`src/rtl/core/qte_sqrt_cell.sv`:
```
module qte_sqrt_cell #(
  parameter int BitPos = 62
) (
  input  logic        clk_i,
  input  logic        ce_i,
  input  logic [63:0] v_i,
  input  logic [63:0] res_i,
  output logic [63:0] v_o,
  output logic [63:0] res_o
);
  localparam logic [63:0] Bit = 64'd1 << BitPos;

  logic [63:0] trial;
  logic [63:0] v_d, res_d, v_q, res_q;

  assign trial = res_i + Bit;

  always_comb begin
    if (v_i >= trial) begin
      v_d   = v_i - trial;
      res_d = (res_i >> 1) + Bit;
    end else begin
      v_d   = v_i;
      res_d = res_i >> 1;
    end
  end

  always_ff @(posedge clk_i) begin
    if (ce_i) begin
      v_q   <= v_d;
      res_q <= res_d;
    end
  end

  assign v_o   = v_q;
  assign res_o = res_q;
endmodule

```
`config.mk`:
```
export PLATFORM = sky130hd
export DESIGN_NAME = qte_sqrt_cell
export DESIGN_NICKNAME = d
export VERILOG_FILES = /design/src/rtl/core/qte_sqrt_cell.sv
export SDC_FILE = /design/constraint.sdc
export NUM_CORES = 1
export LEC_CHECK = 0
export BUFFER_PORTS_ARGS = -buffer_cell sky130_fd_sc_hd__buf_2
export CAP_MARGIN = 20
export CORE_AREA = 2 2 131 133
export CTS_CLUSTER_SIZE = 10
export DETAILED_ROUTE_END_ITERATION = 7
export DIE_AREA = 0 0 133 135
export PLACE_DENSITY_LB_ADDON = 0.2
export SETUP_SLACK_MARGIN = 0.2
export SYNTH_ARGS = -nofsm -noshare
export SYNTH_HDL_FRONTEND = slang
export SYNTH_SLANG_ARGS = --single-unit
export TNS_END_PERCENT = 30
```
`constraint.sdc`:
```
create_clock -name clk_i -period 3.69 [get_ports clk_i]
set_clock_uncertainty 0.05 [all_clocks]
set_input_delay 0.1845 -clock clk_i [delete_from_list [all_inputs] [get_ports clk_i]]
set_output_delay 0.1845 -clock clk_i [all_outputs]
set_load 0.1 [all_outputs]
```
# Word-level counts from Yosys, hierarchy flattened
# Index checks and enable logic that the tools add are counted.
# totals
n_memories	0
elab_cells	9
rom_bits	0
latch_bits	0
reg_bits	128
inputBits	130
ram_bits	0
out_inout_bits	128
# classes
multipliers	0
reduce_logical	0
div_mod_pow	0
shifts	0
eq_ne	0
mux	2
add_sub_neg	3
n_bitwise	0
magnitude_cmp	1
# ops
operator	n
adder 63 x 63 -> 64 bit (second input constant)	1
adder 64 x 63 -> 64 bit (second input constant)	1
greater-or-equal comparator 64 bit	1
two-way mux 64 bit	1
subtractor 64 bit	1
two-way mux 63 bit	1

# Logic depth before layout (Yosys ltp)
# logic_depth
word_depth	3
ltp_mapped	14

# Worst setup path before layout
# OpenSTA, ideal clock, no wires.
# synth_timing
path_type	input-to-reg
startpoint	in res_i[16]
endpoint	reg v_q[60], in the netlist v_o[60], data pin
cell_stages	12
arrival_ns	2.787
setup_ns	0.257
slack_ns	0.596
required_time_ns	3.383
cell_sequence	inv_1 ha_1 and2_1 nand3_1 or3_1 a41o_1 nor3_2 o21ai_1 o41ai_4 or4b_1 a21oi_1 nor3_1
# synth_via
elab_chain_cells	3
word_cells_on_any_way	4
classes_between	2 x add/sub; 1 x order compare; 1 x mux
# synth_rtl
element	line	source
start, declared	7	input logic [63:0] res_i,
adder 64 x 63 -> 64 bit *	16	assign trial = res_i + Bit;
subtractor 64 bit or greater-or-equal comparator 64 bit (tied branches)	20, 19	
two-way mux 64 bit *	19	if (v_i >= trial) begin
net v_d[60]	14	logic [63:0] v_d, res_d, v_q, res_q;
end signal, assigned	30	v_q <= v_d;
end, declared	14	
# The timed path passes the listed nets; every way through them passes the cells marked *.
# A chain may end at the register's enable or synchronous reset.

# Final worst setup path
# layout_timing
startpoint	in res_i[10]
endpoint	reg v_q[45], in the netlist v_o[45], data pin
# Same word-level chain as after synthesis.

==> impl_summary.log <==
[metrics] status: finished, final reports clean
[metrics] layout cell share with drive strength beyond 1: 0.278
[metrics] met2 wire len: 11.0 mm
[metrics] clock transition at the register clock pins on the worst setup and hold paths after CTS: 0.06 ns
[metrics] area of the multi-input gates: 4380 um2
[metrics] total via count after detailed routing: 7,870
[metrics] vias in the first global route: 7,614
[metrics] number of levels in the clock H-tree: 4
[metrics] number of pins with negative max-slew slack in the final report: 0
[metrics] peak fanout along the critical path: 6
[metrics] share of synthesized flip-flops with an asynchronous set or reset: 0
[metrics] Area growth syn-to-layout: 33.9%
[metrics] yosys synthesis warning count: 0
[metrics] average cell area after synthesis: 9.73 um2
[metrics] MaxCap Viol Count: 0
[metrics] Inst Count DP: roughly 1,300
[metrics] dominant cells by area after synthesis: sky130_fd_sc_hd__edfxtp_1 45%, sky130_fd_sc_hd__ha_1 9.3%, sky130_fd_sc_hd__a21oi_1 6.5%
[metrics] Most used DFF post-synth: sky130_fd_sc_hd__edfxtp_1
[metrics] core region area: 16,400 um2
[metrics] Slowest Stage Delay on Critical Path: 0.52 ns
[metrics] kind of start point of the critical path: input pin
[metrics] cell mode on critical path: sky130_fd_sc_hd__a21oi_1
[metrics] master cell of the clock root buffer: sky130_fd_sc_hd__clkbuf_16
[metrics] critical path's top delay family: compound AO/OA/AOI/OAI gates
[metrics] Yosys top cell by area: sky130_fd_sc_hd__edfxtp_1
[metrics] number of synthesized flops with an enable pin: 128
[metrics] setup violation total in the final timing report: 0
[metrics] Slowest-stage cell, CP: sky130_fd_sc_hd__dlygate4sd3_1
[metrics] startpoint of the lowest-slack hold path: v_i[7]
[metrics] Clock Path Buffers: 2
[metrics] P per Cell Area: 530 nW/um2
[metrics] kind of critical path: input pin to flip-flop
[metrics] maximum number of pins on one net before global-route repair: around 70
[metrics] wire length on met1: 10.3 mm
[metrics] overall fraction of global-route tracks in use: 0.260
[metrics] Crit path buffers/inverters: 4
[metrics] Hold Fails Final Rpt: 0
[metrics] first-pass iteration count of the detailed router: 6
[metrics] post-synthesis cell area: 8610 um2
[metrics] highest metal layer with signal wires: met4
[metrics] launch point of the critical path: res_i[10]
[metrics] maximum resistive drop on vdd: 0.335 mV
[metrics] fill cell total of the finished layout: 1,241
[metrics] global-route wire length before repair: 37.2 mm
[metrics] RePlAce Congestion: 0.911
[metrics] Static Leakage: 5.30 nW
[metrics] Final HPWL DP: 17.1 mm
[metrics] Slew Limit Headroom: 0.589
[metrics] Seq/Total Area, Yosys: 0.446
[metrics] top-level port count: around 260
[metrics] Buffers on Ports: 257
[metrics] CTS tree: done
[metrics] worst-margin pin slew: just over 0.6 ns
[metrics] unique cell type count in the Yosys netlist: 58
[metrics] # clock sinks: 128
[metrics] cell breakdown of the critical path: dlygate4sd3_1 -> buf_2 -> inv_1 -> ha_1 -> nand3_1 -> a211o_1 -> a21oi_1 -> nor4b_1 -> buf_4 -> o31a_1 -> o21ai_1 -> a21oi_1 -> xnor2_1 -> mux2_2
[metrics] Iter 0 DRT Violations: 582
[metrics] Die Width: 133 um
[metrics] antenna violations before repair: 2
[metrics] Final #Nets: 1,404
[metrics] post-synthesis register bit count: approximately 130
[metrics] Starting Density: 0.525
[metrics] Worst EP arrival: 3.47 ns
[metrics] DIE AREA: 18,000 um2
[metrics] post-synthesis cell count: between 800 and 900
[metrics] non-filler cells in the finished layout: 1,444
[metrics] portion of synthesized cell area occupied by the leading cell type: 0.446
[metrics] placement row count: 47
[metrics] drt wl/cell: 16.0 um
[metrics] worst hold-check path type: input pin to flip-flop
[metrics] achievable frequency: 299 MHz
[metrics] final cycle utilization of the critical path: 0.907
[metrics] number of DRC violations after detailed routing: 0
[metrics] Final ANT Viol Nets: 0
[metrics] register area: 3840 um2
[metrics] number of buffers added by the clock tree synthesis step: 17
[metrics] routed wl met3: approximately 1.5 mm
[metrics] aggregate routed wire length: 23.1 mm
[metrics] remaining global-route overflow: 0
[metrics] Die Height: 135 um
[metrics] Worst EP required: around 3.8 ns
[metrics] type of element capturing the critical path: flip-flop
[metrics] setup TNS after final layout: 0 ns
[metrics] setup repair after global routing missed its margin: true
[metrics] syn nets: 1,080
[metrics] ratio of routed vias to standard cells: 5.45
[metrics] final critical path time including I/O delays and setup: 3.35 ns
## stage by stage
step / area [um2] / power [mW] / worst slack (ns) / utilization / hold slack [ns]
detailed placement: 10200 / 4.34 / 0.0403 / 0.623 / 0.328
finish: 11500 / 6.12 / 0.345 / 0.703 / 0.0165
CTS: 11400 / 6.10 / 0.217 / 0.697 / 0.00233
global placement: 10200 / 4.33 / 0.203 / 0.623 / 0.326
floorplan: 8610 / 3.86 / 0.596 / - / 0.233
global route: 11500 / 6.35 / 0.163 / 0.703 / 0.0195
## what timing repair did
action / 4_1_cts / 5_1_grt
endpoints found under the hold margin: 62 / 0
setup endpoints to repair: 0 / 36
hold buffers: 62 / 0
buffers inserted: 0 / 1
gates resized for setup: 0 / 20
## layer usage
layer / vias to the layer above / track usage
met2: 291 / 0.430
met4: 0 / 0.0783
met1: 3652 / 0.345
li1: 3894 / -
met5: - / 0
met3: 33 / 0.0556
## final timing paths
check       to  slack, ns  depth (start not counted)
max    v_o[45]       0.34                         14
min     v_o[7]       0.02                          2
## cell families (layout without fill, tap and decap cells)
group / Yosys count / after routing / synth area share
XOR/XNOR: 56 / 56 / 0.0570
AND/OR/NAND/NOR: 234 / 234 / 0.132
adder cells (fa/ha/maj): 65 / 65 / 0.0953
flip-flops: 128 / 128 / 0.446
AO/OA/AOI/OAI: 272 / 272 / 0.198
buffers and inverters: 115 / 452 / 0.0519
other: 0 / 2 / 0
multiplexers: 15 / 15 / 0.0195
## cell usage after synthesis (2+ instances only)
cell,count
sky130_fd_sc_hd__a211o_1,2
sky130_fd_sc_hd__nor2b_1,10
sky130_fd_sc_hd__nor2_1,82
sky130_fd_sc_hd__and4_1,3
sky130_fd_sc_hd__o31a_1,5
sky130_fd_sc_hd__nor4b_1,2
sky130_fd_sc_hd__and3_1,13
sky130_fd_sc_hd__clkbuf_1,25
sky130_fd_sc_hd__o21a_1,7
sky130_fd_sc_hd__xnor2_1,36
sky130_fd_sc_hd__o21ai_1,3
sky130_fd_sc_hd__a21boi_0,5
sky130_fd_sc_hd__a21o_1,49
sky130_fd_sc_hd__or3_1,4
sky130_fd_sc_hd__o41ai_1,2
sky130_fd_sc_hd__nand4_1,18
sky130_fd_sc_hd__o31ai_1,2
sky130_fd_sc_hd__ha_1,64
sky130_fd_sc_hd__or2_2,4
sky130_fd_sc_hd__xor2_1,20
sky130_fd_sc_hd__inv_1,78
sky130_fd_sc_hd__mux2_1,4
sky130_fd_sc_hd__and2_1,10
sky130_fd_sc_hd__nand2b_1,3
sky130_fd_sc_hd__nand2_1,52
sky130_fd_sc_hd__buf_2,11
sky130_fd_sc_hd__o22ai_1,2
sky130_fd_sc_hd__mux2_2,10
sky130_fd_sc_hd__edfxtp_1,128
sky130_fd_sc_hd__a41oi_1,5
sky130_fd_sc_hd__a211oi_1,4
sky130_fd_sc_hd__and4b_1,2
sky130_fd_sc_hd__o211ai_1,7
sky130_fd_sc_hd__nor3_1,11
sky130_fd_sc_hd__nand3_1,14
sky130_fd_sc_hd__a21oi_1,111
sky130_fd_sc_hd__o21bai_1,11
sky130_fd_sc_hd__o21ai_0,40
sky130_fd_sc_hd__a31oi_1,7
## cell usage in the layout, fill, tap and decap left out, drive strengths merged, types with 9 or more instances in the layout
cell         count
inv             78
nand3           14
clkinv           9
and2            10
buf            280
xnor2           36
nand4           18
nand2           52
a21oi          111
dlygate4sd3     62
o21ai           43
mux2            14
ha              64
edfxtp         128
clkbuf          17
o21bai          11
a21o            49
nor2b           10
and3            13
nor3            12
nor2            82
xor2            20
## report_power, final
| part | total (mW) | internal, mW | leakage [nW] | switching, mW |
|---|---|---|---|---|
| combinational | 2.55 | 0.630 | 3.77 | 1.92 |
| sequential | 1.86 | 1.82 | 1.25 | 0.0427 |
| clock | 1.71 | 1.06 | 0.284 | 0.653 |
## final cells by class
cell class | count | area share
multi-input combinational | 642 | 0.380
sequential | 128 | 0.333
timing repair buffer | 342 | 0.185
clock buffer | 17 | 0.0369
inverter | 78 | 0.0254
tap | 220 | 0.0239
clock inverter | 15 | 0.0148
antenna | 2 | 0.000434
## flip-flops by register name, summed over array words and instances, names as in the netlist
signal,flops
v_o,64
res_o,64
Power figures use the tool's default switching activity.
